File: config.mk
export PLATFORM = sky130hd
export DESIGN_NAME = traffic_surge_alarm
export DESIGN_NICKNAME = d
export VERILOG_FILES = /design/src/sv/tsa_pkg.sv /design/src/sv/tsa_front.sv /design/src/sv/tsa_queue.sv /design/src/sv/tsa_arith.sv /design/src/sv/tsa_eval.sv /design/src/sv/traffic_surge_alarm.sv
export VERILOG_INCLUDE_DIRS = /design/src /design/src/sv
export SDC_FILE = /design/constraint.sdc
export NUM_CORES = 2
export LEC_CHECK = 0
export BUFFER_PORTS_ARGS = -buffer_cell sky130_fd_sc_hd__buf_2
export CAP_MARGIN = 10
export CORE_MARGIN = 2
export CORE_UTILIZATION = 40
export CTS_BUF_LIST = sky130_fd_sc_hd__clkbuf_4 sky130_fd_sc_hd__clkbuf_8
export CTS_CLUSTER_SIZE = 10
export DETAILED_ROUTE_END_ITERATION = 6
export PLACE_DENSITY_LB_ADDON = 0.3
export SLEW_MARGIN = 20
export SYNTH_ARGS = -nofsm -noshare
export SYNTH_HDL_FRONTEND = slang
export SYNTH_SLANG_ARGS = --single-unit
File: constraint.sdc
create_clock -name clk -period 17.52 [get_ports clk]
set_input_delay 0.876 -clock clk [delete_from_list [all_inputs] [get_ports clk]]
set_output_delay 0.876 -clock clk [all_outputs]
set_load 0.03 [all_outputs]
File: src/sv/traffic_surge_alarm_assert.svh
// ----------------------------------------------------------------------------
// Traffic surge alarm assertion macros
// Concurrent checks on the clk domain; they compile to nothing in synthesis.
// ----------------------------------------------------------------------------
`ifndef TRAFFIC_SURGE_ALARM_ASSERT_SVH
`define TRAFFIC_SURGE_ALARM_ASSERT_SVH

`ifndef SYNTHESIS
// Check that holds outside reset
`define TSA_ASSERT(name, prop, msg) \
    name: assert property (@(posedge clk) disable iff (!rst_n) prop) else $error(msg);
// Check that also holds while reset is applied
`define TSA_ASSERT_RST(name, prop, msg) \
    name: assert property (@(posedge clk) prop) else $error(msg);
`else
`define TSA_ASSERT(name, prop, msg)
`define TSA_ASSERT_RST(name, prop, msg)
`endif

`endif

File: src/sv/tsa_pkg.sv
// ----------------------------------------------------------------------------
// Traffic surge alarm package
// Shared widths, reset values, codes and structs.
// ----------------------------------------------------------------------------
package tsa_pkg;

    localparam int DEF_RATE_BITS = 32;
    localparam int FLOW_W        = 32;
    localparam int OUT_PK_W      = 32;
    localparam int TOTAL_W       = 48;
    localparam int CNT_W         = 32;
    localparam int PROD_W        = 128;
    localparam int OPB_W         = 32;
    localparam int STREAK_W      = 8;
    localparam int MOM_LIM_W     = 14;
    localparam int CHG_LIM_W     = 16;
    localparam int STR_LIM_W     = 7;
    localparam int CFG_DATA_W    = 16;
    localparam int CFG_IDX_W     = 2;
    localparam int IN_DATA_W     = 32;
    localparam int OUT_DATA_W    = 40;
    localparam int QUEUE_DEPTH   = 4;
    localparam int MUL_STEPS     = 32;
    localparam int DIV_STEPS     = 48;
    localparam int STEP_W        = 6;
    localparam int PCT_SCALE     = 100;

    localparam logic [MOM_LIM_W-1:0] MOM_LIM_RST    = MOM_LIM_W'(40);
    localparam logic [CHG_LIM_W-1:0] CHG_LIM_RST    = CHG_LIM_W'(800);
    localparam logic [STR_LIM_W-1:0] STR_LIM_RST    = STR_LIM_W'(70);
    localparam logic [STREAK_W-1:0]  STREAK_NEED_RST = STREAK_W'(3);

    typedef enum logic [CFG_IDX_W-1:0] {
        CFG_MOMENTUM = 2'd0,
        CFG_CHANGE   = 2'd1,
        CFG_STRENGTH = 2'd2,
        CFG_STREAK   = 2'd3
    } cfg_index_t;

    typedef enum logic {
        ARITH_MUL = 1'b0,
        ARITH_DIV = 1'b1
    } arith_op_t;

    typedef struct packed {
        logic      start;
        arith_op_t op;
    } arith_req_t;

    typedef struct packed {
        logic [MOM_LIM_W-1:0] momentum_limit_pct;
        logic [CHG_LIM_W-1:0] change_ratio_limit;
        logic [STR_LIM_W-1:0] strength_limit_pct;
        logic [STREAK_W-1:0]  streak_needed;
    } cfg_t;

    // slot_packets sits in the low bits
    typedef struct packed {
        logic                alarm;
        logic                strength_hit;
        logic                strength_checked;
        logic                change_hit;
        logic                momentum_hit;
        logic [OUT_PK_W-1:0] slot_packets;
    } result_t;

    typedef enum logic [4:0] {
        ST_IDLE,
        ST_TALLY,
        ST_MOM_L,
        ST_MOM_R,
        ST_ROC_CHK,
        ST_ROC_A,
        ST_ROC_B,
        ST_STREAK,
        ST_STR_CHK,
        ST_DIV,
        ST_G1,
        ST_G2,
        ST_L1,
        ST_ZERO,
        ST_L2,
        ST_LEFT,
        ST_RIGHT,
        ST_ALARM,
        ST_DONE
    } eval_state_t;

endpackage

File: src/sv/tsa_front.sv
// ----------------------------------------------------------------------------
// Traffic surge alarm front end
// Sums flow packet counts into the current slot and queues each closed slot.
// ----------------------------------------------------------------------------
module tsa_front #(
    parameter int RATE_BITS = tsa_pkg::DEF_RATE_BITS
) (
    input  logic                        clk,
    input  logic                        rst_n,
    input  logic                        s_tvalid,
    output logic                        s_tready,
    input  logic [tsa_pkg::FLOW_W-1:0]  s_tdata,
    input  logic                        s_tlast,
    input  logic                        q_full,
    output logic                        q_push,
    output logic [RATE_BITS-1:0]        q_data
);
    import tsa_pkg::*;

    localparam int SUM_W = ((RATE_BITS > FLOW_W) ? RATE_BITS : FLOW_W) + 1;
    localparam logic [SUM_W-1:0] RATE_MAX = (SUM_W'(1) << RATE_BITS) - SUM_W'(1);

    logic [RATE_BITS-1:0] slot_total_reg, slot_total_next;
    logic [SUM_W-1:0]     sum;
    logic [SUM_W-1:0]     sum_sat;
    logic                 accept;

    assign s_tready = !q_full;
    assign accept   = s_tvalid && s_tready;
    assign sum      = SUM_W'(slot_total_reg) + SUM_W'(s_tdata);
    assign sum_sat  = (sum > RATE_MAX) ? RATE_MAX : sum;
    assign q_push   = accept && s_tlast;
    assign q_data   = sum_sat[RATE_BITS-1:0];

    always_comb
    begin
        slot_total_next = slot_total_reg;
        if (accept)
        begin
            slot_total_next = s_tlast ? '0 : sum_sat[RATE_BITS-1:0];
        end
    end

    always_ff @(posedge clk or negedge rst_n)
    begin
        if (!rst_n)
        begin
            slot_total_reg <= '0;
        end
        else
        begin
            slot_total_reg <= slot_total_next;
        end
    end

endmodule

File: src/sv/tsa_queue.sv
// ----------------------------------------------------------------------------
// Traffic surge alarm slot queue
// Short FIFO of closed slot totals between front end and evaluator.
// ----------------------------------------------------------------------------
`include "traffic_surge_alarm_assert.svh"

module tsa_queue #(
    parameter int WIDTH = tsa_pkg::DEF_RATE_BITS,
    parameter int DEPTH = tsa_pkg::QUEUE_DEPTH
) (
    input  logic             clk,
    input  logic             rst_n,
    input  logic             push,
    input  logic [WIDTH-1:0] push_data,
    input  logic             pop,
    output logic [WIDTH-1:0] head,
    output logic             empty,
    output logic             full
);
    import tsa_pkg::*;

    localparam int PTR_W = (DEPTH > 1) ? $clog2(DEPTH) : 1;
    localparam int CNT_QW = $clog2(DEPTH + 1);

    logic [WIDTH-1:0]  mem [DEPTH];
    logic [PTR_W-1:0]  wr_ptr_reg, wr_ptr_next;
    logic [PTR_W-1:0]  rd_ptr_reg, rd_ptr_next;
    logic [CNT_QW-1:0] count_reg, count_next;
    logic              do_push;
    logic              do_pop;

    assign empty   = (count_reg == '0);
    assign full    = (count_reg == CNT_QW'(DEPTH));
    assign do_push = push && !full;
    assign do_pop  = pop && !empty;
    assign head    = mem[rd_ptr_reg];

    always_comb
    begin
        wr_ptr_next = wr_ptr_reg;
        rd_ptr_next = rd_ptr_reg;
        count_next  = count_reg;
        if (do_push)
        begin
            wr_ptr_next = (wr_ptr_reg == PTR_W'(DEPTH - 1)) ? '0 : wr_ptr_reg + PTR_W'(1);
        end
        if (do_pop)
        begin
            rd_ptr_next = (rd_ptr_reg == PTR_W'(DEPTH - 1)) ? '0 : rd_ptr_reg + PTR_W'(1);
        end
        if (do_push && !do_pop)
        begin
            count_next = count_reg + CNT_QW'(1);
        end
        else if (do_pop && !do_push)
        begin
            count_next = count_reg - CNT_QW'(1);
        end
    end

    always_ff @(posedge clk)
    begin
        if (do_push)
        begin
            mem[wr_ptr_reg] <= push_data;
        end
    end

    always_ff @(posedge clk or negedge rst_n)
    begin
        if (!rst_n)
        begin
            wr_ptr_reg <= '0;
            rd_ptr_reg <= '0;
            count_reg  <= '0;
        end
        else
        begin
            wr_ptr_reg <= wr_ptr_next;
            rd_ptr_reg <= rd_ptr_next;
            count_reg  <= count_next;
        end
    end

    `TSA_ASSERT(a_queue_no_overflow, push |-> !full, "slot pushed into full queue")

endmodule

File: src/sv/tsa_arith.sv
// ----------------------------------------------------------------------------
// Traffic surge alarm arithmetic unit
// Shared shift-add multiplier (one bit per cycle) and restoring divider.
// ----------------------------------------------------------------------------
`include "traffic_surge_alarm_assert.svh"

module tsa_arith (
    input  logic                        clk,
    input  logic                        rst_n,
    input  tsa_pkg::arith_req_t         req,
    input  logic [tsa_pkg::PROD_W-1:0]  a,
    input  logic [tsa_pkg::OPB_W-1:0]   b,
    output logic [tsa_pkg::PROD_W-1:0]  result,
    output logic                        done
);
    import tsa_pkg::*;

    logic              busy_reg, busy_next;
    logic              done_reg, done_next;
    arith_op_t         op_reg, op_next;
    logic [STEP_W-1:0] step_reg, step_next;
    logic [PROD_W-1:0] a_reg, a_next;
    logic [OPB_W-1:0]  b_reg, b_next;
    logic [PROD_W-1:0] acc_reg, acc_next;
    logic [OPB_W:0]    rem_reg, rem_next;
    logic [OPB_W:0]    rem_sh;
    logic              rem_ge;
    logic              last_step;

    assign result = acc_reg;
    assign done   = done_reg;
    assign rem_sh = {rem_reg[OPB_W-1:0], a_reg[TOTAL_W-1]};
    assign rem_ge = (rem_sh >= {1'b0, b_reg});
    assign last_step = (op_reg == ARITH_MUL) ? (step_reg == STEP_W'(MUL_STEPS - 1))
                                             : (step_reg == STEP_W'(DIV_STEPS - 1));

    always_comb
    begin
        busy_next = busy_reg;
        done_next = 1'b0;
        op_next   = op_reg;
        step_next = step_reg;
        a_next    = a_reg;
        b_next    = b_reg;
        acc_next  = acc_reg;
        rem_next  = rem_reg;
        if (req.start && !busy_reg)
        begin
            busy_next = 1'b1;
            op_next   = req.op;
            step_next = '0;
            a_next    = a;
            b_next    = b;
            acc_next  = '0;
            rem_next  = '0;
        end
        else if (busy_reg)
        begin
            // advance one bit of the current operation
            unique case (op_reg)
                ARITH_MUL:
                begin
                    if (b_reg[0])
                    begin
                        acc_next = acc_reg + a_reg;
                    end
                    a_next = a_reg << 1;
                    b_next = b_reg >> 1;
                end
                ARITH_DIV:
                begin
                    rem_next = rem_ge ? (rem_sh - {1'b0, b_reg}) : rem_sh;
                    acc_next = {acc_reg[PROD_W-2:0], rem_ge};
                    a_next   = a_reg << 1;
                end
                default:
                begin
                    acc_next = acc_reg;
                end
            endcase
            step_next = step_reg + STEP_W'(1);
            if (last_step)
            begin
                busy_next = 1'b0;
                done_next = 1'b1;
            end
        end
    end

    always_ff @(posedge clk)
    begin
        op_reg   <= op_next;
        step_reg <= step_next;
        a_reg    <= a_next;
        b_reg    <= b_next;
        acc_reg  <= acc_next;
        rem_reg  <= rem_next;
    end

    always_ff @(posedge clk or negedge rst_n)
    begin
        if (!rst_n)
        begin
            busy_reg <= 1'b0;
            done_reg <= 1'b0;
        end
        else
        begin
            busy_reg <= busy_next;
            done_reg <= done_next;
        end
    end

    `TSA_ASSERT(a_arith_start_idle, req.start |-> !busy_reg, "arith start while busy")
    `TSA_ASSERT(a_arith_done_busy, done_reg |-> $past(busy_reg), "arith done without work")

endmodule

File: src/sv/tsa_eval.sv
// ----------------------------------------------------------------------------
// Traffic surge alarm slot evaluator
// Runs momentum, rate-of-change and strength index tests on each closed slot.
// ----------------------------------------------------------------------------
`include "traffic_surge_alarm_assert.svh"

module tsa_eval #(
    parameter int RATE_BITS = tsa_pkg::DEF_RATE_BITS
) (
    input  logic                  clk,
    input  logic                  rst_n,
    input  tsa_pkg::cfg_t         cfg,
    input  logic [RATE_BITS-1:0]  q_head,
    input  logic                  q_empty,
    output logic                  q_pop,
    output logic                  out_valid,
    input  logic                  out_ready,
    output tsa_pkg::result_t      out_data
);
    import tsa_pkg::*;

    localparam int EXT_W = (RATE_BITS > OUT_PK_W) ? RATE_BITS : OUT_PK_W + 1;

    eval_state_t state_reg, state_next;

    logic [RATE_BITS-1:0] cur_reg, cur_next;
    logic [RATE_BITS-1:0] rate_last_reg, rate_last_next;
    logic [RATE_BITS-1:0] rate_before_reg, rate_before_next;
    logic [CNT_W-1:0]     slots_seen_reg, slots_seen_next;
    logic [TOTAL_W-1:0]   rise_total_reg, rise_total_next;
    logic [CNT_W-1:0]     rise_count_reg, rise_count_next;
    logic [TOTAL_W-1:0]   fall_total_reg, fall_total_next;
    logic [CNT_W-1:0]     fall_count_reg, fall_count_next;
    logic [STREAK_W-1:0]  streak_count_reg, streak_count_next;
    logic                 streak_flag_reg, streak_flag_next;
    logic                 alarm_reg, alarm_next;
    logic                 mom_reg, mom_next;
    logic                 roc_reg, roc_next;
    logic                 chk_reg, chk_next;
    logic                 shit_reg, shit_next;
    logic [TOTAL_W-1:0]   q_reg, q_next;
    logic [PROD_W-1:0]    t0_reg, t0_next;
    logic [PROD_W-1:0]    g_reg, g_next;
    logic [PROD_W-1:0]    l_reg, l_next;
    logic                 issued_reg, issued_next;
    logic                 out_valid_reg, out_valid_next;
    result_t              out_reg, out_next;

    arith_req_t           req;
    logic [PROD_W-1:0]    op_a;
    logic [OPB_W-1:0]     op_b;
    logic [PROD_W-1:0]    ar_result;
    logic                 ar_done;

    logic [RATE_BITS-1:0] diff_up;
    logic [RATE_BITS-1:0] diff_dn;
    logic                 cur_gt;
    logic                 cur_ge;
    logic [RATE_BITS-1:0] rise_val;
    logic [RATE_BITS-1:0] fall_val;
    logic [TOTAL_W:0]     rise_sum;
    logic [TOTAL_W:0]     fall_sum;
    logic                 k_ge2;
    logic                 prev_ge_res;
    logic                 cur_ge_res;
    logic [STREAK_W-1:0]  streak_inc;
    logic                 streak_flag_new;
    logic [STREAK_W-1:0]  streak_count_new;
    logic                 streak_chk;
    logic                 no_history;
    logic                 gl_zero;
    logic                 is_op_state;
    logic                 out_free;
    logic [EXT_W-1:0]     cur_wide;

    tsa_arith u_arith (
        .clk    (clk),
        .rst_n  (rst_n),
        .req    (req),
        .a      (op_a),
        .b      (op_b),
        .result (ar_result),
        .done   (ar_done)
    );

    assign diff_up     = cur_reg - rate_last_reg;
    assign diff_dn     = rate_last_reg - cur_reg;
    assign cur_gt      = cur_reg > rate_last_reg;
    assign cur_ge      = cur_reg >= rate_last_reg;
    assign rise_val    = cur_gt ? diff_up : '0;
    assign fall_val    = cur_gt ? '0 : diff_dn;
    assign rise_sum    = (TOTAL_W + 1)'(rise_total_reg) + (TOTAL_W + 1)'(diff_up);
    assign fall_sum    = (TOTAL_W + 1)'(fall_total_reg) + (TOTAL_W + 1)'(diff_dn);
    assign k_ge2       = (slots_seen_reg >= CNT_W'(2));
    assign prev_ge_res = (PROD_W'(rate_last_reg) >= ar_result);
    assign cur_ge_res  = (PROD_W'(cur_reg) >= ar_result);
    assign streak_inc  = (streak_count_reg == '1) ? streak_count_reg
                                                  : streak_count_reg + STREAK_W'(1);
    assign streak_flag_new  = roc_reg;
    assign streak_count_new = roc_reg ? streak_inc : '0;
    assign streak_chk  = streak_flag_new && (streak_count_new == cfg.streak_needed);
    assign no_history  = (rise_count_reg == '0) || (fall_count_reg == '0);
    assign gl_zero     = (g_reg == '0) && (l_reg == '0);
    assign out_free    = !out_valid_reg || out_ready;
    assign cur_wide    = EXT_W'(cur_reg);

    assign is_op_state = (state_reg == ST_MOM_L) || (state_reg == ST_MOM_R) ||
                         (state_reg == ST_ROC_A) || (state_reg == ST_ROC_B) ||
                         (state_reg == ST_DIV)   || (state_reg == ST_G1)    ||
                         (state_reg == ST_G2)    || (state_reg == ST_L1)    ||
                         (state_reg == ST_L2)    || (state_reg == ST_LEFT)  ||
                         (state_reg == ST_RIGHT);

    assign out_valid = out_valid_reg;
    assign out_data  = out_reg;

    // next state
    always_comb
    begin
        state_next = state_reg;
        unique case (state_reg)
            ST_IDLE:    if (!q_empty) state_next = ST_TALLY;
            ST_TALLY:
            begin
                if (slots_seen_reg == '0)
                    state_next = ST_DONE;
                else if (rate_last_reg == '0)
                    state_next = ST_ROC_CHK;
                else
                    state_next = ST_MOM_L;
            end
            ST_MOM_L:   if (ar_done) state_next = ST_MOM_R;
            ST_MOM_R:   if (ar_done) state_next = ST_ROC_CHK;
            ST_ROC_CHK:
            begin
                if (!mom_reg || !k_ge2)
                    state_next = ST_DONE;
                else if ((rate_last_reg == '0) || (rate_before_reg == '0))
                    state_next = ST_STREAK;
                else
                    state_next = ST_ROC_A;
            end
            ST_ROC_A:   if (ar_done) state_next = prev_ge_res ? ST_ROC_B : ST_STREAK;
            ST_ROC_B:   if (ar_done) state_next = ST_STREAK;
            ST_STREAK:  state_next = streak_chk ? ST_STR_CHK : ST_DONE;
            ST_STR_CHK: state_next = no_history ? ST_ALARM : ST_DIV;
            ST_DIV:     if (ar_done) state_next = ST_G1;
            ST_G1:      if (ar_done) state_next = ST_G2;
            ST_G2:      if (ar_done) state_next = ST_L1;
            ST_L1:      if (ar_done) state_next = ST_ZERO;
            ST_ZERO:    state_next = gl_zero ? ST_ALARM : ST_L2;
            ST_L2:      if (ar_done) state_next = ST_LEFT;
            ST_LEFT:    if (ar_done) state_next = ST_RIGHT;
            ST_RIGHT:   if (ar_done) state_next = ST_ALARM;
            ST_ALARM:   state_next = ST_DONE;
            ST_DONE:    if (out_free) state_next = ST_IDLE;
            default:    state_next = ST_IDLE;
        endcase
    end

    // outputs: queue pop and arithmetic operands
    always_comb
    begin
        q_pop     = (state_reg == ST_IDLE) && !q_empty;
        req.start = is_op_state && !issued_reg;
        req.op    = (state_reg == ST_DIV) ? ARITH_DIV : ARITH_MUL;
        op_a      = '0;
        op_b      = '0;
        unique case (state_reg)
            ST_MOM_L:
            begin
                op_a = PROD_W'(cur_reg);
                op_b = OPB_W'(PCT_SCALE);
            end
            ST_MOM_R:
            begin
                op_a = PROD_W'(rate_last_reg);
                op_b = OPB_W'(cfg.momentum_limit_pct) + OPB_W'(PCT_SCALE);
            end
            ST_ROC_A:
            begin
                op_a = PROD_W'(rate_before_reg);
                op_b = OPB_W'(cfg.change_ratio_limit);
            end
            ST_ROC_B:
            begin
                op_a = PROD_W'(rate_last_reg);
                op_b = OPB_W'(cfg.change_ratio_limit);
            end
            ST_DIV:
            begin
                op_a = PROD_W'(fall_total_reg);
                op_b = fall_count_reg;
            end
            ST_G1:
            begin
                op_a = PROD_W'(rise_total_reg);
                op_b = slots_seen_reg;
            end
            ST_G2:
            begin
                op_a = PROD_W'(rise_val);
                op_b = rise_count_reg;
            end
            ST_L1:
            begin
                op_a = PROD_W'(q_reg);
                op_b = slots_seen_reg;
            end
            ST_L2:
            begin
                op_a = l_reg;
                op_b = rise_count_reg;
            end
            ST_LEFT:
            begin
                op_a = g_reg;
                op_b = OPB_W'(PCT_SCALE);
            end
            ST_RIGHT:
            begin
                op_a = t0_reg;
                op_b = OPB_W'(cfg.strength_limit_pct);
            end
            default:
            begin
                op_a = '0;
                op_b = '0;
            end
        endcase
    end

    // datapath
    always_comb
    begin
        cur_next          = cur_reg;
        rate_last_next    = rate_last_reg;
        rate_before_next  = rate_before_reg;
        slots_seen_next   = slots_seen_reg;
        rise_total_next   = rise_total_reg;
        rise_count_next   = rise_count_reg;
        fall_total_next   = fall_total_reg;
        fall_count_next   = fall_count_reg;
        streak_count_next = streak_count_reg;
        streak_flag_next  = streak_flag_reg;
        alarm_next        = alarm_reg;
        mom_next          = mom_reg;
        roc_next          = roc_reg;
        chk_next          = chk_reg;
        shit_next         = shit_reg;
        q_next            = q_reg;
        t0_next           = t0_reg;
        g_next            = g_reg;
        l_next            = l_reg;
        issued_next       = is_op_state && !ar_done && (issued_reg || req.start);
        out_valid_next    = out_valid_reg && !out_ready;
        out_next          = out_reg;

        unique case (state_reg)
            ST_IDLE:
            begin
                cur_next  = q_head;
                mom_next  = 1'b0;
                roc_next  = 1'b0;
                chk_next  = 1'b0;
                shit_next = 1'b0;
            end
            ST_TALLY:
            begin
                // gains and losses start with the third slot; a tie is a gain
                if (k_ge2)
                begin
                    if (cur_ge)
                    begin
                        rise_total_next = rise_sum[TOTAL_W] ? '1 : rise_sum[TOTAL_W-1:0];
                        if (rise_count_reg != '1)
                            rise_count_next = rise_count_reg + CNT_W'(1);
                    end
                    else
                    begin
                        fall_total_next = fall_sum[TOTAL_W] ? '1 : fall_sum[TOTAL_W-1:0];
                        if (fall_count_reg != '1)
                            fall_count_next = fall_count_reg + CNT_W'(1);
                    end
                end
                if ((slots_seen_reg != '0) && (rate_last_reg == '0))
                    mom_next = (cfg.momentum_limit_pct == '0);
            end
            ST_MOM_L:   if (ar_done) t0_next = ar_result;
            ST_MOM_R:   if (ar_done) mom_next = (t0_reg >= ar_result);
            ST_ROC_CHK: roc_next = 1'b0;
            ST_ROC_A:   if (ar_done) roc_next = 1'b0;
            ST_ROC_B:   if (ar_done) roc_next = cur_ge_res;
            ST_STREAK:
            begin
                streak_flag_next  = streak_flag_new;
                streak_count_next = streak_count_new;
                chk_next          = streak_chk;
            end
            ST_STR_CHK: if (no_history) shit_next = (cfg.strength_limit_pct == '0);
            ST_DIV:     if (ar_done) q_next = ar_result[TOTAL_W-1:0];
            ST_G1:      if (ar_done) t0_next = ar_result;
            ST_G2:      if (ar_done) g_next = t0_reg + ar_result;
            ST_L1:      if (ar_done) l_next = ar_result + PROD_W'(fall_val);
            ST_ZERO:    shit_next = 1'b0;
            ST_L2:      if (ar_done) t0_next = g_reg + ar_result;
            ST_LEFT:    if (ar_done) l_next = ar_result;
            ST_RIGHT:   if (ar_done) shit_next = (l_reg >= ar_result);
            ST_ALARM:
            begin
                if (shit_reg)
                begin
                    alarm_next        = 1'b1;
                    streak_count_next = '0;
                    streak_flag_next  = 1'b0;
                end
            end
            ST_DONE:
            begin
                if (out_free)
                begin
                    out_valid_next = 1'b1;
                    out_next.slot_packets = (cur_wide > EXT_W'({OUT_PK_W{1'b1}}))
                                          ? '1 : cur_wide[OUT_PK_W-1:0];
                    out_next.momentum_hit     = mom_reg;
                    out_next.change_hit       = roc_reg;
                    out_next.strength_checked = chk_reg;
                    out_next.strength_hit     = shit_reg;
                    out_next.alarm            = alarm_reg;
                    rate_before_next = rate_last_reg;
                    rate_last_next   = cur_reg;
                    if (slots_seen_reg != '1)
                        slots_seen_next = slots_seen_reg + CNT_W'(1);
                end
            end
            default:
            begin
                cur_next = cur_reg;
            end
        endcase
    end

    always_ff @(posedge clk)
    begin
        cur_reg <= cur_next;
        mom_reg <= mom_next;
        roc_reg <= roc_next;
        chk_reg <= chk_next;
        shit_reg <= shit_next;
        q_reg   <= q_next;
        t0_reg  <= t0_next;
        g_reg   <= g_next;
        l_reg   <= l_next;
        out_reg <= out_next;
    end

    always_ff @(posedge clk or negedge rst_n)
    begin
        if (!rst_n)
        begin
            state_reg        <= ST_IDLE;
            rate_last_reg    <= '0;
            rate_before_reg  <= '0;
            slots_seen_reg   <= '0;
            rise_total_reg   <= '0;
            rise_count_reg   <= '0;
            fall_total_reg   <= '0;
            fall_count_reg   <= '0;
            streak_count_reg <= '0;
            streak_flag_reg  <= 1'b0;
            alarm_reg        <= 1'b0;
            issued_reg       <= 1'b0;
            out_valid_reg    <= 1'b0;
        end
        else
        begin
            state_reg        <= state_next;
            rate_last_reg    <= rate_last_next;
            rate_before_reg  <= rate_before_next;
            slots_seen_reg   <= slots_seen_next;
            rise_total_reg   <= rise_total_next;
            rise_count_reg   <= rise_count_next;
            fall_total_reg   <= fall_total_next;
            fall_count_reg   <= fall_count_next;
            streak_count_reg <= streak_count_next;
            streak_flag_reg  <= streak_flag_next;
            alarm_reg        <= alarm_next;
            issued_reg       <= issued_next;
            out_valid_reg    <= out_valid_next;
        end
    end

    `TSA_ASSERT(a_alarm_sticky, alarm_reg |=> alarm_reg, "latched alarm dropped")
    `TSA_ASSERT(a_change_needs_mom, out_valid_reg |-> (!out_reg.change_hit || out_reg.momentum_hit), "change hit without momentum")
    `TSA_ASSERT_RST(a_reset_no_result, !rst_n |=> !out_valid_reg, "result valid in reset")

endmodule

File: src/sv/traffic_surge_alarm.sv
// Throughput: one flow record per cycle while the queue is not full; slot evaluation
//   runs behind, set by the shared serial multiplier and divider.
// Up to 4 closed slots wait in the queue; input stalls only when it is full.
// Reset (rst_n low, asynchronous) clears all slot history, the alarm and the
//   queue, and loads the limit registers with their default values.
// ----------------------------------------------------------------------------
// Traffic surge alarm
// Flags traffic surges from momentum, rate of change and strength index of
// per-slot packet totals.
// ----------------------------------------------------------------------------
module traffic_surge_alarm #(
    parameter int RATE_BITS = tsa_pkg::DEF_RATE_BITS
) (
    input  logic                            clk,
    input  logic                            rst_n,
    // flow record stream
    input  logic                            s_tvalid,
    output logic                            s_tready,
    input  logic [tsa_pkg::IN_DATA_W-1:0]   s_tdata,   // [31:0] flow_packets
    input  logic                            s_tlast,   // slot_end
    // slot result stream
    output logic                            m_tvalid,
    input  logic                            m_tready,
    // [31:0] slot_packets, [32] momentum_hit, [33] change_hit,
    // [34] strength_checked, [35] strength_hit, [36] alarm, [39:37] zero
    output logic [tsa_pkg::OUT_DATA_W-1:0]  m_tdata,
    // limit register writes
    input  logic                            cfg_we,
    input  logic [tsa_pkg::CFG_IDX_W-1:0]   cfg_index,
    input  logic [tsa_pkg::CFG_DATA_W-1:0]  cfg_data
);
    import tsa_pkg::*;

    cfg_t                 cfg_reg, cfg_next;
    logic                 q_push;
    logic [RATE_BITS-1:0] q_push_data;
    logic                 q_pop;
    logic [RATE_BITS-1:0] q_head;
    logic                 q_empty;
    logic                 q_full;
    result_t              result;

    // Limit registers: take the write on any enabled edge, keep the low bits.
    always_comb
    begin
        cfg_next = cfg_reg;
        if (cfg_we)
        begin
            unique case (cfg_index_t'(cfg_index))
                CFG_MOMENTUM: cfg_next.momentum_limit_pct = cfg_data[MOM_LIM_W-1:0];
                CFG_CHANGE:   cfg_next.change_ratio_limit = cfg_data[CHG_LIM_W-1:0];
                CFG_STRENGTH: cfg_next.strength_limit_pct = cfg_data[STR_LIM_W-1:0];
                CFG_STREAK:   cfg_next.streak_needed      = cfg_data[STREAK_W-1:0];
                default:      cfg_next = cfg_reg;
            endcase
        end
    end

    always_ff @(posedge clk or negedge rst_n)
    begin
        if (!rst_n)
        begin
            cfg_reg.momentum_limit_pct <= MOM_LIM_RST;
            cfg_reg.change_ratio_limit <= CHG_LIM_RST;
            cfg_reg.strength_limit_pct <= STR_LIM_RST;
            cfg_reg.streak_needed      <= STREAK_NEED_RST;
        end
        else
        begin
            cfg_reg <= cfg_next;
        end
    end

    // Front end: sum flow counts, push the saturated total on the slot's last transfer.
    tsa_front #(
        .RATE_BITS (RATE_BITS)
    ) u_front (
        .clk      (clk),
        .rst_n    (rst_n),
        .s_tvalid (s_tvalid),
        .s_tready (s_tready),
        .s_tdata  (s_tdata),
        .s_tlast  (s_tlast),
        .q_full   (q_full),
        .q_push   (q_push),
        .q_data   (q_push_data)
    );

    // Decouple accumulation from the slow evaluation.
    tsa_queue #(
        .WIDTH (RATE_BITS),
        .DEPTH (QUEUE_DEPTH)
    ) u_queue (
        .clk       (clk),
        .rst_n     (rst_n),
        .push      (q_push),
        .push_data (q_push_data),
        .pop       (q_pop),
        .head      (q_head),
        .empty     (q_empty),
        .full      (q_full)
    );

    // Back end: evaluate one slot at a time, hold the result in an output register.
    tsa_eval #(
        .RATE_BITS (RATE_BITS)
    ) u_eval (
        .clk       (clk),
        .rst_n     (rst_n),
        .cfg       (cfg_reg),
        .q_head    (q_head),
        .q_empty   (q_empty),
        .q_pop     (q_pop),
        .out_valid (m_tvalid),
        .out_ready (m_tready),
        .out_data  (result)
    );

    assign m_tdata = OUT_DATA_W'(result);

endmodule
Yosys cells after proc, flatten, opt, wreduce, memory -nomap -nowiden

Memories as Yosys holds them, arrays and structs flattened. A register that Yosys moved wholly into a read port is not among the register bits.
Cells that the tools add are included.

Add/sub/neg operators: 20
$lt $le $gt $ge: 10
Equal/unequal tests: 50
Mux-type cells: 73
Bitwise operators: 2
Reduce and logical (&&, ||, !) cells: 94

Operators with widths:

| operator              | number |
|---|---|
| $pmux 128 s10         | 1 |
| $mux 128              | 6 |
| $pmux 128 s2          | 3 |
| $add 128x128->128     | 3 |
| $ge 128x128->1        | 2 |
| $ge 32x128->1         | 2 |
| $logic_not 128->1     | 2 |
| $mux 32               | 8 |
| $pmux 32 s7           | 1 |
| $logic_not 32->1      | 5 |
| $add 128x32->128      | 1 |
| $add 48x32->49        | 2 |
| $add 32x1->32 const B | 3 |
| $mux 48               | 2 |
| $ne 32x32->1 const B  | 3 |
| $sub 32x32->32        | 3 |
| $pmux 5 s19           | 1 |
| $mux 5                | 18 |
| $eq 5x4->1 const B    | 8 |
| $add 32x32->33        | 1 |
| $ge 33x32->1          | 1 |
| $gt 33x32->1 const B  | 1 |
| $ge 32x2->1 const B   | 1 |
| $ge 32x32->1          | 1 |
| other kinds (45)      | 170 |

Register bits after elaboration: 1158
Memory bits (writable): 128
Input port bits: 56
Output and inout bits: 42
Logic and storage cells: 292
Memories kept: 1

Memory list:

| memory      | words | bits a word | read ports | clocked after Yosys merged registers in | write ports | RTL line        | RTL |
|---|---|---|---|---|---|---|---|
| u_queue.mem | 4     | 32          | 1          | 1                                       | 1           | tsa_queue.sv:25 | `logic [WIDTH-1:0] mem [DEPTH];` |

Logic depth before layout (Yosys ltp)

Depth in word-level cells: 15
Depth in mapped cells: 30
Mapped depth without buffers: 30

By module

From an unflattened synthesis, not the netlist that was laid out.

Cell total of the unflattened synthesis: 11619
Area total of the unflattened synthesis: 102325.6 µm²

Modules (own cells, without submodules):

| module              | instances | cells each | area an instance (µm²) |
|---|---|---|---|
| tsa_eval            | 1         | 7871       | 68346.8 |
| tsa_arith           | 1         | 3088       | 24001.8 |
| tsa_queue           | 1         | 205        | 5057.4 |
| tsa_front           | 1         | 355        | 3180.6 |
| traffic_surge_alarm | 1         | 100        | 1739.2 |

Least setup slack after synthesis

No wires, ideal clock.

Path kind: reg2reg
Start point: reg u_eval.state_reg[3]
End point: reg u_eval.g_reg[0] (enable)
Setup time: 772 ps
Arrival time: 9575 ps
Data required time: 16748 ps
Slack: 7173 ps
Cell stages (with the launch flop): 5
Path buffers: 2
Clock period less this slack: 10347 ps
Cells stage by stage: dfrtp_1 -> clkbuf_1 -> clkbuf_1 -> nand2_1 -> nor3_1

Word-level cells in the longest chain between the ends: 2

RTL lines:

| element                           | RTL line        | RTL |
|---|---|---|
| from (decl)                       | tsa_eval.sv:24  | `eval_state_t state_reg, state_next;` |
| from (signal assigned)            | tsa_eval.sv:377 | `state_reg <= state_next;` |
| $eq 5x4->1                        | tsa_eval.sv:259 | `unique case (state_reg)` |
| $reduce_and 2->1 (no source line) | n/a             |  |
| to (signal assigned)              | tsa_eval.sv:352 | `g_reg <= g_next;` |
| to (decl)                         | tsa_eval.sv:43  | `logic [PROD_W-1:0] g_reg, g_next;` |

No other way between the ends.
A chain may end at the register's enable or synchronous reset.

Final worst setup path

Start point: reg u_eval.cur_reg[0] (read register of u_queue.mem)
End point: reg u_eval.l_reg[118] (data pin)

Word-level cells in the longest chain between the ends: 5

RTL lines:

| element                                        | RTL line                       | RTL |
|---|---|---|
| from (decl)                                    | tsa_eval.sv:26                 | `logic [RATE_BITS-1:0] cur_reg, cur_next;` |
| $sub 32x32->32 or $gt 32x32->1 (tied branches) | tsa_eval.sv:87, tsa_eval.sv:88 |  |
| $mux 32 *                                      | tsa_eval.sv:91                 | `assign fall_val = cur_gt ? '0 : diff_dn;` |
| $add 128x32->128 *                             | tsa_eval.sv:304                | `ST_L1: if (ar_done) l_next = ar_result + PROD_W'(fall_val);` |
| $mux 128 *                                     | tsa_eval.sv:304                |  |
| $pmux 128 s2 *                                 | tsa_eval.sv:259                |  |
| named net u_eval.l_next[118]                   | tsa_eval.sv:44                 | `logic [PROD_W-1:0] l_reg, l_next;` |
| to (signal assigned)                           | tsa_eval.sv:353                | `l_reg <= l_next;` |
| to (decl)                                      | tsa_eval.sv:44                 |  |

Mark *: on every way through the listed nets, which the timed path passes. The rest lies on a longest branch. The select of a mux whose other input is x is not followed.

==> impl_metrics.xml <==
<?xml version="1.0" encoding="UTF-8"?>
<metrics>
  <group name="run_status">
    <metric name="run_status" unit="">complete, but fails checks</metric>
    <metric name="failed_checks" unit="">DRC</metric>
  </group>
  <group name="clock_tree">
    <metric name="cts-htree-levels" unit="">5</metric>
    <metric name="cts_tree" unit="">done</metric>
    <metric name="clock_path_buffers" unit="">4</metric>
    <metric name="clkSinkCount" unit="">1318</metric>
    <metric name="post_cts_resize_count" unit="">0</metric>
    <metric name="cts-root-buf" unit="">sky130_fd_sc_hd__clkbuf_8</metric>
    <metric name="cts-hold-fix-buffers" unit="">7</metric>
    <metric name="clk-insertion-delay-late" unit="ns">1.12</metric>
    <metric name="cts.clk_slew.worst_paths" unit="ns">0.06</metric>
    <metric name="cts_buffers" unit="">274</metric>
    <metric name="post_cts.repair.setup_buffers" unit="">0</metric>
  </group>
  <group name="timing">
    <metric name="period_utilisation_layout" unit="%">48.30</metric>
    <metric name="slew_headroom" unit="%">15.33</metric>
    <metric name="drv_slew" unit="">0</metric>
    <metric name="setup_viol" unit="">0</metric>
    <metric name="tightestPinTransition" unit="ns">1.260</metric>
    <metric name="postLayoutSetupSlackWorst" unit="ns">9.058</metric>
    <metric name="finalHoldViolations" unit="">0</metric>
    <metric name="finalWorstPathRequiredPeriod" unit="ns">8.462</metric>
    <metric name="clock_skew" unit="ns">0.1249</metric>
    <metric name="setup_tns" unit="ns">0</metric>
    <metric name="maxClockFrequency" unit="GHz">0.1182</metric>
    <metric name="rsz0062_at_grt" unit="">false</metric>
  </group>
  <group name="yosys">
    <metric name="ys_top_cells_by_count" unit="">sky130_fd_sc_hd__nand2_1 (995), sky130_fd_sc_hd__ha_1 (941), sky130_fd_sc_hd__a21oi_1 (933)</metric>
    <metric name="netlist_top_cells_area" unit="">sky130_fd_sc_hd__edfxtp_1 (24%), sky130_fd_sc_hd__ha_1 (12%), sky130_fd_sc_hd__dfrtp_1 (8.7%), sky130_fd_sc_hd__xnor2_1 (5.0%), sky130_fd_sc_hd__a21oi_1 (4.7%)</metric>
    <metric name="synth_warnings" unit="">0</metric>
    <metric name="synth_enable_flop_cells" unit="">794</metric>
    <metric name="postSynth.asyncResetShare" unit="%">27.16</metric>
    <metric name="ys_seq_elements" unit="">1318</metric>
    <metric name="xor_xnor_portion_of_the_synthesized_cell_area" unit="%">6.875</metric>
    <metric name="yosys_most_used_dff" unit="">sky130_fd_sc_hd__edfxtp_1</metric>
    <metric name="synth_top_family_by_area" unit="">compound AO/OA/AOI/OAI gates</metric>
    <metric name="synth_compound_gate_area_share" unit="%">22.59</metric>
    <metric name="syn_area" unit="sq mm">0.09988</metric>
    <metric name="postSynthCellCount" unit="">11104</metric>
    <metric name="yosysMostFrequentCell" unit="">sky130_fd_sc_hd__nand2_1</metric>
    <metric name="synth_fa_ha_area_share" unit="%">12.01</metric>
    <metric name="synth_top_cell_by_area" unit="">sky130_fd_sc_hd__edfxtp_1</metric>
    <metric name="post_synth_mux_area_share" unit="%">2.027</metric>
    <metric name="area_share_of_and_or_nand_nor_cells_after_synthesis" unit="%">16.08</metric>
    <metric name="synth_seq_area_share" unit="%">36.18</metric>
    <metric name="fraction_of_synthesized_cell_area_taken_by_the_top_area_cell_type" unit="%">23.87</metric>
    <metric name="synth_cell_types" unit="">110</metric>
    <metric name="synthesis.area_per_instance" unit="sq um">8.995</metric>
  </group>
  <group name="global_route">
    <metric name="gr-total-overflow" unit="">0</metric>
    <metric name="grt_pass1_vias" unit="">89116</metric>
    <metric name="grt_first_pass_wirelength" unit="um">600600</metric>
    <metric name="global_route_usage_over_all_layers" unit="%">31.67</metric>
    <metric name="grt_max_degree" unit="">183</metric>
    <metric name="grt_antenna_before_repair" unit="">15</metric>
  </group>
  <group name="drt">
    <metric name="vias" unit="">93189</metric>
    <metric name="final_antenna_net_count" unit="">0</metric>
    <metric name="post-route-drc-count" unit="">20</metric>
    <metric name="routed_via_density" unit="">6.385</metric>
    <metric name="firstDrtPassIters" unit="">7</metric>
    <metric name="routedWlPerCell" unit="um">28.50</metric>
    <metric name="route.final.wire_length" unit="um">416000</metric>
    <metric name="initialDrtViolationCount" unit="">12253</metric>
  </group>
  <group name="setup_path">
    <metric name="rr_startpoint" unit="">u_eval.cur_reg[0]</metric>
    <metric name="critical-path-slowest-cell" unit="">sky130_fd_sc_hd__nor2_1</metric>
    <metric name="setup.reg_to_reg.worst_slack" unit="ns">9.06</metric>
    <metric name="critical_path.reg2reg.endpoint" unit="">u_eval.l_reg[118]</metric>
    <metric name="cp-start-kind" unit="">flip-flop</metric>
    <metric name="timing.critical_path.buf_inv" unit="">4</metric>
    <metric name="worst_r2r_path_depth" unit="">31</metric>
    <metric name="cp_max_fo" unit="">33</metric>
    <metric name="critical_path_arrival" unit="ns">9.27</metric>
    <metric name="timing.critical_path.to_type" unit="">flip-flop</metric>
    <metric name="critPathKind" unit="">flip-flop to flip-flop</metric>
    <metric name="worst-endpoint-required" unit="ns">18.33</metric>
    <metric name="most_prevalent_standard_cell_on_the_critical_path" unit="">sky130_fd_sc_hd__a21oi_1</metric>
    <metric name="critical_path.max_stage_delay" unit="ns">0.92</metric>
    <metric name="worstSetupPathDepth" unit="">31</metric>
    <metric name="worst_path_dominant_cell_family" unit="">compound AO/OA/AOI/OAI gates</metric>
  </group>
  <group name="power_and_ir_drop">
    <metric name="peakVddDrop" unit="uV">113.8</metric>
    <metric name="power_density" unit="mW/mm^2">70.42</metric>
    <metric name="power.static_leakage" unit="nW">43.47</metric>
  </group>
  <group name="place">
    <metric name="place.port_buffers" unit="">94</metric>
    <metric name="place_worst_setup_slack" unit="ns">9.338</metric>
    <metric name="dpl.cell_count" unit="">14103</metric>
    <metric name="dpl_hpwl" unit="um">317900</metric>
    <metric name="place_area" unit="sq mm">0.1038</metric>
    <metric name="place_congestion" unit="">1.050</metric>
  </group>
  <group name="floorplanning">
    <metric name="core_area" unit="sq mm">0.2484</metric>
    <metric name="die_width" unit="um">503.7</metric>
    <metric name="floorplan.die_area" unit="sq mm">0.2537</metric>
    <metric name="floorplan.rows" unit="">183</metric>
    <metric name="chipHeight" unit="um">503.7</metric>
    <metric name="floorplan.initialDensity" unit="%">40.20</metric>
    <metric name="boundaryPins" unit="">98</metric>
  </group>
  <group name="final_layout">
    <metric name="areaGrowthSynthToFinish" unit="%">9.666</metric>
    <metric name="final_util" unit="%">44.09</metric>
    <metric name="post_route_cells_drive_above_1_share" unit="%">8.687</metric>
    <metric name="fin_nets" unit="">12065</metric>
    <metric name="instances_no_fill" unit="">14595</metric>
    <metric name="design_area" unit="sq mm">0.1095</metric>
  </group>
  <group name="worst_hold_path">
    <metric name="hp-class" unit="">primary input to flip-flop</metric>
    <metric name="worst_hold_path.endpoint" unit="">cfg_reg[28]</metric>
    <metric name="min_delay_path_depth" unit="">2</metric>
    <metric name="hold_path_startpoint" unit="">cfg_data[13]</metric>
  </group>
  <group name="flow_run">
    <metric name="maxCapViolCount" unit="">0</metric>
  </group>
</metrics>
==> power by group <==
part           leakage [nW]  internal (mW)  switching (mW)
logic                  27.6          0.264           0.388
clock network          2.98           1.98            1.53
registers              12.8           3.49          0.0638
total                  43.5           5.74            1.98
==> cell type report <==
class                           instances  area (sq um)
Clock buffer                          405          5024
Timing Repair Buffer                  257          1822
Tap cell                             3330          4167
Fill cell                           24204        138900
Multi-Input combinational cell       8678         59750
Clock inverter                         72         621.8
Inverter                              528          1994
Sequential cell                      1318         36140
Antenna cell                            7         17.52
==> metal layers <==
layer / part of all wire, % / track usage, % / vias to the layer above
met4: 6.1 / 16.42 / 10
met2: 44 / 49.26 / 5181
met3: 10 / 6.893 / 1125
met5: 0.018 / 0 / -
met1: 40 / 41.22 / 45435
li1: - / - / 41438
==> cell families after synthesis <==
family	after synthesis
AOI/OAI and AO/OA	3463
muxes	152
adders and majority gates	952
buffers and inverters	1110
and+or+nand+nor	3324
DFF	1318
xor gates and xnor gates	784
other	1
==> worst max-delay path by stage <==
| stage | from | end | slack, ns |
|---|---|---|---|
| 6_report | u_eval.cur_reg[0] | u_eval.l_reg[118] | 9.06 |
| 5_1_grt | u_eval.cur_reg[0] | u_eval.l_reg[118] | 8.89 |
| 4_1_cts | u_eval.cur_reg[0] | u_eval.l_reg[118] | 9.29 |
| 3_5_place_dp | u_eval.cur_reg[0] | u_eval.l_reg[118] | 9.34 |
| 3_3_place_gp | u_eval.cur_reg[0] | u_eval.l_reg[118] | 9.36 |
| 2_1_floorplan | u_eval.state_reg[3] | u_eval.g_reg[0] | 7.17 |
==> layout by cell type, fill, tap and decap left out, types with 149 or more instances in the layout <==
cell	n
sky130_fd_sc_hd__dfxtp_1	166
sky130_fd_sc_hd__dfrtp_1	346
sky130_fd_sc_hd__ha_1	941
sky130_fd_sc_hd__clkbuf_8	317
sky130_fd_sc_hd__nand2_1	995
sky130_fd_sc_hd__edfxtp_1	794
sky130_fd_sc_hd__xnor2_1	567
sky130_fd_sc_hd__nand4_1	320
sky130_fd_sc_hd__inv_1	519
sky130_fd_sc_hd__nor4_1	237
sky130_fd_sc_hd__a211oi_1	177
sky130_fd_sc_hd__a21oi_1	933
sky130_fd_sc_hd__o21ai_0	770
sky130_fd_sc_hd__a21o_1	357
sky130_fd_sc_hd__nand3_1	264
sky130_fd_sc_hd__nor2_1	741
sky130_fd_sc_hd__o21bai_1	187
sky130_fd_sc_hd__a222oi_1	149
sky130_fd_sc_hd__xor2_1	217
sky130_fd_sc_hd__nor3_1	174
==> through the flow <==
stage,power (mW),hold slack [ns]
final,7.714,0.05152
after detailed placement,4.261,0.4230
after CTS,7.752,0.002075
after global placement,4.222,0.4516
after global routing,7.960,0.01992
after floorplan,4.066,0.4003
Power figures use the tool's default switching activity.
